**config.mk**
```make
export PLATFORM = sky130hd
export DESIGN_NAME = hnms_ctrl
export DESIGN_NICKNAME = d
export VERILOG_FILES = /design/src/hnms_pkg.sv /design/src/hnms_ctrl.sv
export SDC_FILE = /design/constraint.sdc
export NUM_CORES = 1
export LEC_CHECK = 0
export BUFFER_PORTS_ARGS = -buffer_cell sky130_fd_sc_hd__buf_4
export CORE_AREA = 2 2 39 41
export CTS_BUF_LIST = sky130_fd_sc_hd__clkbuf_8
export CTS_CLUSTER_SIZE = 12
export DETAILED_ROUTE_END_ITERATION = 8
export DIE_AREA = 0 0 41 43
export GPL_ROUTABILITY_DRIVEN = 0
export HOLD_SLACK_MARGIN = 0.02
export PLACE_DENSITY = 0.68
export SYNTH_ARGS = -nofsm -noshare
export SYNTH_HDL_FRONTEND = slang
export SYNTH_SLANG_ARGS = --single-unit
```
**constraint.sdc**
```tcl
create_clock -name clk -period 2.15 [get_ports clk]
set_input_delay 0.3225 -clock clk [delete_from_list [all_inputs] [get_ports clk]]
set_output_delay 0.3225 -clock clk [all_outputs]
set_load 0.01 [all_outputs]
```
**src/hnms_pkg.sv**
```systemverilog
// Shared constants, record types, state and handshake structs for the keypoint NMS block.
package hnms_pkg;

    localparam int MAX_WIDTH      = 1024;
    localparam int MAX_HEIGHT     = 512;
    localparam int MAX_CANDIDATES = 4096;
    localparam int PROB_BITS      = 16;
    localparam int MIN_SIZE       = 16;
    localparam int WIN_LOW        = 4;
    localparam int WIN_HIGH       = 10;

    localparam int X_W   = 10;
    localparam int Y_W   = 9;
    localparam int IDX_W = 12;
    localparam int CNT_W = 13;
    localparam int CW_W  = 11;
    localparam int CH_W  = 10;
    localparam int RAD_W = 3;
    localparam int MRG_W = 6;

    typedef struct packed {
        logic [PROB_BITS-1:0] r;
        logic [Y_W-1:0]       y;
        logic [X_W-1:0]       x;
    } point_t;

    typedef struct packed {
        logic [IDX_W-1:0] idx;
        point_t           pt;
    } sort_rec_t;

    typedef enum logic [2:0] {
        CFG_THRESHOLD = 3'd0,
        CFG_WIDTH     = 3'd1,
        CFG_HEIGHT    = 3'd2,
        CFG_NMS_EN    = 3'd3,
        CFG_RADIUS    = 3'd4,
        CFG_MARGIN    = 3'd5
    } cfg_idx_t;

    typedef enum logic [3:0] {
        ST_LOAD,
        ST_RESULT,
        ST_FETCH,
        ST_SORT_INIT,
        ST_SORT_RD,
        ST_SORT_WR,
        ST_NMS_RD,
        ST_NMS_GET,
        ST_SCAN_RD,
        ST_SCAN_CMP,
        ST_EMIT_RD,
        ST_EMIT_WR
    } state_t;

    typedef struct packed {
        logic accept;
        logic in_results;
        logic sort_init;
        logic sort_next_block;
        logic sort_write;
        logic nms_read;
        logic nms_get;
        logic scan_keep;
        logic scan_drop;
        logic scan_next;
        logic emit_write;
        logic fetch_out;
    } cmd_t;

    typedef struct packed {
        logic take_load;
        logic take_fetch;
        logic frame_last;
        logic has_result;
        logic sort_none;
        logic blk_done;
        logic pass_end;
        logic last_pass;
        logic s_done;
        logic nms_on;
        logic scan_end;
        logic scan_lower;
        logic scan_near;
        logic i_done;
    } status_t;

endpackage

```
**src/hnms_ctrl.sv**
```systemverilog
// Controller state machine that sequences loading, sorting, suppression and result fetch.
module hnms_ctrl
    import hnms_pkg::*;
(
    input  logic    clk,
    input  logic    rst_n,
    input  status_t status,
    output cmd_t    cmd
);

    state_t state_reg, state_next;

    always_ff @(posedge clk or negedge rst_n)
    begin
        if (!rst_n)
            state_reg <= ST_LOAD;
        else
            state_reg <= state_next;
    end

    always_comb
    begin
        state_next = state_reg;
        cmd        = '0;
        unique case (state_reg)
            ST_LOAD:
            begin
                cmd.accept = 1'b1;
                if (status.take_load && status.frame_last)
                    state_next = ST_SORT_INIT;
            end
            ST_RESULT:
            begin
                cmd.accept     = 1'b1;
                cmd.in_results = 1'b1;
                if (status.take_load)
                    state_next = status.frame_last ? ST_SORT_INIT : ST_LOAD;
                else if (status.take_fetch && status.has_result)
                    state_next = ST_FETCH;
            end
            ST_FETCH:
            begin
                cmd.fetch_out = 1'b1;
                state_next    = ST_RESULT;
            end
            ST_SORT_INIT:
            begin
                cmd.sort_init = 1'b1;
                state_next    = status.sort_none ? ST_NMS_RD : ST_SORT_RD;
            end
            ST_SORT_RD:
            begin
                if (status.blk_done)
                begin
                    cmd.sort_next_block = 1'b1;
                    if (status.pass_end && status.last_pass)
                        state_next = ST_NMS_RD;
                end
                else
                begin
                    state_next = ST_SORT_WR;
                end
            end
            ST_SORT_WR:
            begin
                cmd.sort_write = 1'b1;
                state_next     = ST_SORT_RD;
            end
            ST_NMS_RD:
            begin
                cmd.nms_read = 1'b1;
                if (status.s_done)
                    state_next = status.nms_on ? ST_EMIT_RD : ST_RESULT;
                else
                    state_next = ST_NMS_GET;
            end
            ST_NMS_GET:
            begin
                cmd.nms_get = 1'b1;
                state_next  = status.nms_on ? ST_SCAN_RD : ST_NMS_RD;
            end
            ST_SCAN_RD:
            begin
                if (status.scan_end)
                begin
                    cmd.scan_keep = 1'b1;
                    state_next    = ST_NMS_RD;
                end
                else
                begin
                    state_next = ST_SCAN_CMP;
                end
            end
            ST_SCAN_CMP:
            begin
                if (status.scan_lower)
                begin
                    cmd.scan_keep = 1'b1;
                    state_next    = ST_NMS_RD;
                end
                else if (status.scan_near)
                begin
                    cmd.scan_drop = 1'b1;
                    state_next    = ST_NMS_RD;
                end
                else
                begin
                    cmd.scan_next = 1'b1;
                    state_next    = ST_SCAN_RD;
                end
            end
            ST_EMIT_RD:
            begin
                state_next = status.i_done ? ST_RESULT : ST_EMIT_WR;
            end
            ST_EMIT_WR:
            begin
                cmd.emit_write = 1'b1;
                state_next     = ST_EMIT_RD;
            end
            default:
            begin
                state_next = ST_LOAD;
            end
        endcase
    end

endmodule

```
### Yosys cells after proc, flatten, opt, wreduce, memory -nomap -nowiden

Index checks and enable logic that the tools add are counted.

* input bits: 16
* bits in registers: 4
* output and inout bits: 12
* word-level logic and storage cells: 53
* bits in latches: 0
* memory bits (writable): 0
* memories: 0
* memory bits (read-only): 0

* add/sub/neg operators: 0
* divide/modulo/power cells: 0
* shift operators: 0
* $mul: 0
* equality and inequality tests: 14
* bitwise logic cells: 0
* multiplexer cells: 32
* $lt $le $gt $ge: 0
* reduce and logical (&&, ||, !) cells: 6

Operators with widths (number)
* 4-bit 2-to-1 mux: 12
* 4-bit one-hot mux with 12 select lines: 1
* 4-bit by 3-bit == test with 1-bit output (second input constant): 4
* 4-bit == test (second input constant): 4
* 1-bit 2-to-1 mux: 14
* 4-bit by 2-bit == test with 1-bit output (second input constant): 2
* 2-bit 2-to-1 mux: 4
* 3-bit inequality test (second input constant): 2
* 4-bit by 1-bit == test with 1-bit output (second input constant): 1
* 4-bit logical NOT: 1
* 1-bit logical AND: 3
* 3-bit AND reduction: 1
* 2-bit inequality test (second input constant): 1
* 1-bit one-hot mux with 2 select lines: 1
* 2-bit OR reduction: 1

### Logic depth before layout (Yosys ltp)

Gate-level depths: netlist of the first run.

* depth after elaboration: 4
* gate-level depth with buffers: 6
* gate-level depth less buffers: 4

### Worst setup path before layout of the first run

No wires, ideal clock.

* path type: register to output
* from: register state_reg[1]
* to: output port cmd[3] (netlist name)
* buffers on the path: 0
* slack: 0.683 ns
* required time: 1.827 ns
* arrival: 1.144 ns
* cell stages (with the launch flop): 4
* cells stage by stage: dfrtp_1 inv_1 nand2_1 nor4b_1

RTL lines
* from (decl): line hnms_ctrl.sv:11 `state_t state_reg, state_next;`
* from (signal assigned): line hnms_ctrl.sv:18 `state_reg <= state_next;`
* to (decl): line hnms_ctrl.sv:8 `output cmd_t cmd`

==> results of run 1 <==
==> stage by stage <==
step	worst slack [ns]	hold slack [ns]	cells	utilization	cell area (µm²)
3_3_place_gp	0.533	0.121	106	0.507	702
3_5_place_dp	0.550	0.121	106	0.507	702
6_report	0.327	0.444	110	0.544	753
4_1_cts	0.308	0.440	110	0.544	753
2_1_floorplan	0.683	0.0269	67	-	514
5_1_grt	0.223	0.466	110	0.544	753
==> layer usage <==
metal	GRT usage	wire length, µm	vias up
met5	0	0	-
met4	0.0200	0	0
met3	0.0471	69	0
met2	0.297	738	24
met1	0.236	610	283
li1	-	-	309
==> what timing repair did <==
action                    4_1_cts  5_1_grt
setup buffers                   0        0
hold buffers                    1        0
hold endpoints to repair        4        0
==> worst register-to-register path: cells and delay by family, from the launching register on <==
kind | cells | cell delay, ns
flops | 1 | 0.63
compound gates | 2 | 0.28
simple gates | 1 | 0.35
mux | 1 | 0.14
==> layout make-up <==
cell class / count / area, µm²
Timing Repair Buffer: 29 / 220
Fill cell: 143 / 631
Sequential cell: 4 / 100
Clock buffer: 3 / 41.3
Tap cell: 16 / 20.0
Inverter: 3 / 11.3
Multi-Input combinational cell: 55 / 360
==> power by group <==
group	internal [mW]	switching [mW]
Clock	0.119	0.0349
Sequential	0.109	0.0897
Combinational	0.273	0.276
Total	0.501	0.401
==> worst paths after layout <==
path / endpoint / cells past startpoint / startpoint / slack (ns)
hold / removal: state_reg[2] / 2 / rst_n / 0.44
min in group clk: state_reg[0] / 4 / status[10] / 0.45
hold reg to reg: state_reg[2] / 3 / state_reg[1] / 0.81
max in group asynchronous: state_reg[1] / 2 / rst_n / 1.60
setup / recovery: cmd[4] / 4 / state_reg[0] / 0.33
setup reg to reg: state_reg[1] / 4 / state_reg[0] / 0.66
==> layout by cell type (no fill, tap or decap) <==
master,count
a21oi_1,5
a2bb2oi_1,1
a31oi_1,3
and2_1,1
and2b_4,1
and3_1,1
buf_4,28
clkbuf_8,3
dfrtp_1,4
dlygate4sd3_1,1
inv_1,3
mux2i_1,2
nand2_1,5
nand2b_1,1
nand2b_2,1
nand2b_4,1
nand3_1,5
nand4_1,2
nand4b_1,1
nor2_1,4
nor2b_1,2
nor3_1,5
nor3b_2,1
nor4_1,1
nor4_2,1
nor4b_1,2
o2111a_1,1
o2111ai_1,3
o21ai_0,1
o21ai_1,2
or2_1,1
or3_4,1
==> logic make-up after synthesis <==
logic type | after synthesis | share of synthesized area
multiplexers | 2 | 0.0389
flip-flops | 4 | 0.195
AND/OR/NAND/NOR | 37 | 0.457
buffers and inverters | 8 | 0.105
AO/OA/AOI/OAI | 16 | 0.204
==> impl_metrics.py, run 1 <==
metrics = {
    "critical_path": {
        "cp.arrival_ns": 1.50,
        "crit_chain": "mux2i_1, or3_4, inv_1, buf_4",
        "setup.worst_path.class": "register to primary output",
        "cp_slowest_stage_delay_ns": 0.63,
        "cp_max_fo": 15,
        "cp_slowest_cell": "dfrtp_1",
        "cp.required_ns": 1.83,
        "cp_top_family": "flip-flops",
        "endpoint_kind": "primary output",
        "path_buf_inv": 2,
        "start_kind": "register",
    },
    "hold_path": {
        "min_path_type": "primary input to asynchronous set/reset pin",
    },
    "synth": {
        "yosysTopAreaCell": "dfrtp_1",
        "syn-mean-instance-area_um2": 7.68,
        "synth.top_cells.by_count": "a21oi_1 (5), nand2_1 (5), nand3_1 (5), nor3_1 (5)",
        "synth-edff-count": 0,
        "async_reset_ff_frac": 1.00,
        "netlist-cell-type-count": 33,
        "syn_area_um2": 514,
        "ys_warn_count": 0,
        "synth_area_leaders": "dfrtp_1 (19%), o2111ai_1 (5.1%), a21oi_1 (4.9%)",
        "synth.top_cell.area_share": 0.195,
        "ys.flop_type": "dfrtp_1",
        "ys_ff_latch": 4,
        "synth_cells": 67,
        "synth.net_count": 83,
        "ys_seq_area_frac": 0.195,
    },
    "global_route": {
        "grt_use_total": 0.181,
        "antenna_found_initial": 0,
        "grt_pass1_wl_um": 2250,
        "grt_overflow": 0,
        "grt_max_degree": 16,
        "grt_pass1_vias": 549,
    },
    "routing": {
        "vias": 616,
        "vias_per_cell": 5.60,
        "routed_wl_um": 1420,
        "drc": 0,
        "drtIter0Drc": 24,
        "dr.pass1.iters": 4,
        "wl_per_cell_um": 12.9,
        "ant_nets": 0,
    },
    "die": {
        "ios": 28,
        "die_area_um2": 1760,
        "initial_core_util": 0.372,
        "die_y_um": 43,
        "num_rows": 14,
        "die_x_um": 41,
        "core_area_um2": 1380,
    },
    "pwr": {
        "ir_drop_v": 0.00111,
        "p_leak_nw": 0.346,
        "total_power_mw": 0.902,
        "power_density_nw_per_um2": 1200,
    },
    "clock_network": {
        "clk_pin_slew_ns": 0.03,
        "cts_repair_resize_count": 0,
        "clkSinkCount": 4,
        "cts_root_buffer": "clkbuf_8",
        "cts_inserted_buffers": 3,
        "h-tree-depth": 1,
        "clockBufferDepth": 2,
        "clk_latency_ns": 0.21,
        "cts_tree": "built",
    },
    "timing": {
        "rsz0062_at_grt": "no",
        "fmax_mhz": 548,
        "fin_crit_sh": 0.848,
        "maxSlewViolCount": 0,
        "setup_viol_count_final": 0,
        "layout_min_cycle_time_ns": 1.82,
        "tightest_slew_ns": 0.484,
        "max-slew-margin-rel": 0.678,
        "finalHoldViolCount": 0,
        "finalClockSkew_ns": 0.00521,
        "setup-tns-final_ns": 0,
    },
    "place": {
        "io_buffers": 27,
        "place_hpwl_um": 1130,
    },
    "finish": {
        "area_growth_syn_to_layout_pct": 46.5,
        "largest_register_ffs": 4,
        "fin_nets": 112,
        "n_antenna_cell": 0,
        "drive_gt1_frac": 0.394,
    },
    "outcome": {
        "outcome": "finished, final reports clean",
    },
    "job": {
        "max-cap-violations": 0,
    },
}
Note: power is estimated with default switching activity, not from simulation.
==> run 2, diff against run 1 <==
==> constraint.sdc (replaced) <==
create_clock -name clk -period 1.7 [get_ports clk]
set_input_delay 0.255 -clock clk [delete_from_list [all_inputs] [get_ports clk]]
set_output_delay 0.255 -clock clk [all_outputs]
set_load 0.01 [all_outputs]
==> run 2 against run 1 <==
Die area stayed put; combinational power increased by 44%; via count rose by 9.6%; non-clock buffer count is 4 higher; critical endpoint unchanged; highest routed layer is now met4.
==> impl_metrics.py, run 2 (synthesis gave the netlist of run 1 again) <==
metrics = {
    "outcome": {
        "outcome": "finished, final reports clean",
    },
    "pwr": {
        "ir_drop_v": 0.000946,
        "switchingPower_mw": 0.549,
        "p_int_mw": 0.693,
        "total_power_mw": 1.24,
        "p_comb_frac": 0.636,
        "power_density_nw_per_um2": 1570,
        "p_seq_frac": 0.198,
        "swShare": 0.442,
        "clock_power_share": 0.167,
        "p_leak_nw": 0.361,
    },
    "clock_network": {
        "clockBufferDepth": 2,
        "clkSinkCount": 4,
        "cts_inserted_buffers": 3,
        "cts_root_buffer": "clkbuf_8",
        "clk_latency_ns": 0.22,
        "post-cts-setup-buffer-count": 0,
        "h-tree-depth": 1,
        "clk_pin_slew_ns": 0.04,
        "cts_tree": "built",
    },
    "timing": {
        "tightest_slew_ns": 0.287,
        "maxSlewViolCount": 0,
        "fin_crit_sh": 0.971,
        "hold_ws_ns": 0.362,
        "finalClockSkew_ns": 0.00523,
        "setup-tns-final_ns": 0,
        "finalHoldViolCount": 0,
        "layout_min_cycle_time_ns": 1.65,
        "fmax_mhz": 606,
        "setup_viol_count_final": 0,
        "rsz0062_at_grt": "no",
        "max-slew-margin-rel": 0.806,
    },
    "place": {
        "io_buffers": 27,
        "place_hpwl_um": 1240,
    },
    "routing": {
        "ant_nets": 0,
        "vias": 675,
        "wl_per_cell_um": 14.0,
        "drc": 0,
        "dr.pass1.iters": 4,
        "vias_per_cell": 5.92,
        "routed_wl_um": 1600,
        "drtIter0Drc": 14,
    },
    "die": {
        "die_y_um": 43,
        "core_area_um2": 1380,
        "die_x_um": 41,
        "num_rows": 14,
        "initial_core_util": 0.372,
        "ios": 28,
        "die_area_um2": 1760,
    },
    "critical_path": {
        "endpoint_kind": "primary output",
        "cp.arrival_ns": 1.40,
        "rrSetupSlack_ns": 0.22,
        "start_kind": "register",
        "reg2regPathDepth": 5,
        "timing.rr.start": "state_reg[1]",
        "critical_path.startpoint": "state_reg[2]",
        "r2r_end": "state_reg[1]",
        "cp_max_fo": 8,
        "setup.worst_path.class": "register to primary output",
        "cp.required_ns": 1.44,
        "cp-endpoint": "cmd[4]",
    },
    "global_route": {
        "antenna_found_initial": 0,
        "grt_use_total": 0.206,
        "grt_pass1_wl_um": 2500,
        "grt_max_degree": 11,
        "grt_pass1_vias": 599,
        "grt_overflow": 0,
    },
    "hold_path": {
        "min_path_type": "primary input to register",
        "worstHoldStart": "status[10]",
    },
    "finish": {
        "final_common_cell": "buf_4",
        "area_growth_syn_to_layout_pct": 53.8,
        "fin_nets": 116,
        "drive_gt1_frac": 0.469,
        "largest_register_ffs": 4,
        "n_antenna_cell": 0,
        "final_cell_mix": "buf_4 (32), nand2_1 (5), nor3_1 (5), nand3_1 (5), a21oi_1 (5)",
    },
    "job": {
        "max-cap-violations": 0,
    },
}
[run 2: cell count changes in the layout (fill, tap and decap cells not counted), sizes merged]
| cell | delta |
|---|---|
| buf | +4 |
[run 2: worst min-delay path by stage]
stage,end,slack [ns],depth (start not counted)
final,state_reg[0],0.36,4
after global routing,state_reg[0],0.40,4
after CTS,state_reg[2],0.37,2
after detailed placement,state_reg[0],0.06,1
after global placement,state_reg[0],0.06,1
after floorplan,state_reg[0],-0.04,0
[run 2: what timing repair did]
item                                   in CTS  in global routing
resized for setup                           0                  5
endpoints found under the hold margin       4                  0
hold buffers                                1                  0
setup endpoints to repair                   0                  6
[run 2: final cells by class]
class	count	area, µm²
repair buffers	33	250
clock buffers	3	41.3
multi-input cells	55	363
flip-flops and latches	4	105
well taps	16	20.0
inverters	3	11.3
fillers	135	593
[run 2: critical path, cell delays in order, from the launching register on]
cell	delay, ns
dfrtp_2	0.44
nand2b_4	0.18
or3_4	0.38
inv_1	0.06
buf_4	0.11
[run 2: per-layer routing]
metal / vias to the layer above / global-route usage / part of all wire
met3: 7 / 0.0524 / 0.087
met4: 0 / 0.107 / 0.028
met5: - / 0 / 0
met2: 44 / 0.325 / 0.50
met1: 306 / 0.242 / 0.38
li1: 318 / - / -
[run 2: metrics by stage]
stage | std cells | utilization | cell area, µm² | setup slack [ns]
floorplan | 67 | - | 514 | 0.301
global route | 114 | 0.571 | 791 | 0.00843
CTS | 114 | 0.566 | 783 | 0.00969
finish | 114 | 0.571 | 791 | 0.0490
global placement | 110 | 0.529 | 732 | 0.219
detailed placement | 110 | 0.529 | 732 | 0.225
[run 2: power by group through the flow]
stage	clock [mW]	sequential (mW)	combinational, mW
after global placement	0	0.236	0.766
after detailed placement	0	0.237	0.770
after CTS	0.207	0.235	0.778
after global routing	0.213	0.261	0.857
after floorplan	0	0.178	0.587
final	0.207	0.246	0.790
==> run 3, diff against run 2 <==
==> constraint.sdc (replaced) <==
create_clock -name clk -period 2 [get_ports clk]
set_input_delay 0.3 -clock clk [delete_from_list [all_inputs] [get_ports clk]]
set_output_delay 0.3 -clock clk [all_outputs]
set_load 0.01 [all_outputs]
==> run 3 against run 2 <==
Clock-buffer cell count stayed put; die area stayed put; final area fell by 3.8%; clock power fell by 20%; setup slack improved by 0.15 ns; sequential share of layout area shrank 0.13 points; first-iteration DRC count down 57%; sequential power decreased by 20%; register-to-register slack improved by 0.22 ns; cell count down 2.6%; critical path type unchanged.
==> impl_metrics.py, run 3 (synthesis gave the netlist of run 1 again) <==
metrics = {
    "pwr": {
        "ir_drop_v": 0.000603,
        "swShare": 0.443,
        "power_density_nw_per_um2": 1300,
        "p_seq_frac": 0.200,
        "p_int_mw": 0.551,
        "clock_power_share": 0.168,
        "p_comb_frac": 0.632,
        "switchingPower_mw": 0.438,
        "p_leak_nw": 0.351,
        "total_power_mw": 0.988,
    },
    "global_route": {
        "grt_use_total": 0.189,
        "antenna_found_initial": 0,
        "grt_pass1_wl_um": 2260,
        "met2_usage": 0.331,
        "grtUsageMet3": 0.0314,
        "busiest_layer": "met2",
        "grt_max_degree": 16,
        "grt_overflow": 0,
        "grt_pass1_vias": 552,
        "grt_use_met1": 0.197,
    },
    "die": {
        "die_y_um": 43,
        "initial_core_util": 0.372,
        "die_area_um2": 1760,
        "ios": 28,
        "die_x_um": 41,
        "num_rows": 14,
        "core_area_um2": 1380,
    },
    "clock_network": {
        "clkSinkCount": 4,
        "clockBufferDepth": 2,
        "clk_pin_slew_ns": 0.03,
        "cts_root_buffer": "clkbuf_8",
        "cts_inserted_buffers": 3,
        "cts_repair_resize_count": 0,
        "h-tree-depth": 1,
        "clk_latency_ns": 0.21,
        "post-cts-setup-buffer-count": 0,
        "cts_tree": "built",
        "cts_hold_buffers": 1,
    },
    "routing": {
        "drtIter0Drc": 6,
        "drc": 0,
        "vias": 606,
        "vias_per_cell": 5.46,
        "wl_per_cell_um": 13.0,
        "ant_nets": 0,
        "routed_wl_um": 1440,
        "dr.pass1.iters": 4,
    },
    "finish": {
        "drive_gt1_frac": 0.400,
        "final_common_cell": "buf_4",
        "area_growth_syn_to_layout_pct": 47.9,
        "n_antenna_cell": 0,
        "finalInstanceArea_um2": 761,
        "largest_register_ffs": 4,
        "utilization": 0.550,
        "final_cell_mix": "buf_4 (29), nand2_1 (5), nor3_1 (5), nand3_1 (5), a21oi_1 (5)",
        "fin_nets": 113,
    },
    "critical_path": {
        "cp_max_fo": 14,
        "cp.arrival_ns": 1.51,
        "setup.worst_path.class": "register to primary output",
        "start_kind": "register",
        "endpoint_kind": "primary output",
        "rrSetupSlack_ns": 0.44,
        "cp.required_ns": 1.70,
    },
    "place": {
        "place_hpwl_um": 1150,
        "dp_slack_ns": 0.420,
        "io_buffers": 27,
        "placed_cell_area_um2": 709,
    },
    "timing": {
        "layout_min_cycle_time_ns": 1.81,
        "max-slew-margin-rel": 0.711,
        "fin_crit_sh": 0.903,
        "maxSlewViolCount": 0,
        "finalClockSkew_ns": 0.000357,
        "fmax_mhz": 554,
        "finalHoldViolCount": 0,
        "rsz0062_at_grt": "no",
        "tightest_slew_ns": 0.433,
        "setup_slack_ns": 0.194,
        "setup_viol_count_final": 0,
        "setup-tns-final_ns": 0,
    },
    "outcome": {
        "outcome": "finished, final reports clean",
    },
    "job": {
        "max-cap-violations": 0,
    },
    "hold_path": {
        "min_path_type": "primary input to asynchronous set/reset pin",
    },
}
==> run 3: cell types whose count changed in the layout (fill, tap and decap cells not counted), sizes merged <==
| cell | delta |
|---|---|
| buf | -3 |
==> run 3: metrics by stage <==
step | hold WS [ns] | std cells
floorplan | 0.00441 | 67
global placement | 0.0969 | 107
detailed placement | 0.0978 | 107
CTS | 0.415 | 111
global route | 0.419 | 111
finish | 0.410 | 111
==> run 3: critical path, stage by stage, from the launching register on <==
cell      delay, ns
dfrtp_1        0.50
nand2b_4       0.23
or3_4          0.40
inv_1          0.06
buf_4          0.11
==> run 3: final cells by class <==
type / instances / area, µm²
Tap cell: 16 / 20.0
Inverter: 3 / 11.3
Multi-Input combinational cell: 55 / 360
Timing Repair Buffer: 30 / 228
Fill cell: 142 / 623
Sequential cell: 4 / 100
Clock buffer: 3 / 41.3
==> run 3: power by group through the flow <==
stage	clock network, mW	registers (mW)	logic, mW
after floorplan	0	0.151	0.499
after global placement	0	0.194	0.619
after detailed placement	0	0.199	0.619
after CTS	0.168	0.197	0.624
after global routing	0.176	0.207	0.681
final	0.166	0.198	0.625
==> run 3: routing by layer <==
layer	part of all wire	routed length (µm)
met5	0	0
met4	0.025	36
met3	0.044	63
met2	0.51	730
met1	0.42	611
==> run 3: final timing paths <==
| path | from | endpoint | cells past startpoint |
|---|---|---|---|
| min reg2reg | state_reg[1] | state_reg[2] | 3 |
| min in group clk | status[10] | state_reg[0] | 4 |
| max | state_reg[2] | cmd[4] | 4 |
| min | rst_n | state_reg[1] | 2 |
| max reg2reg | state_reg[0] | state_reg[1] | 5 |
| max in group asynchronous | rst_n | state_reg[2] | 2 |
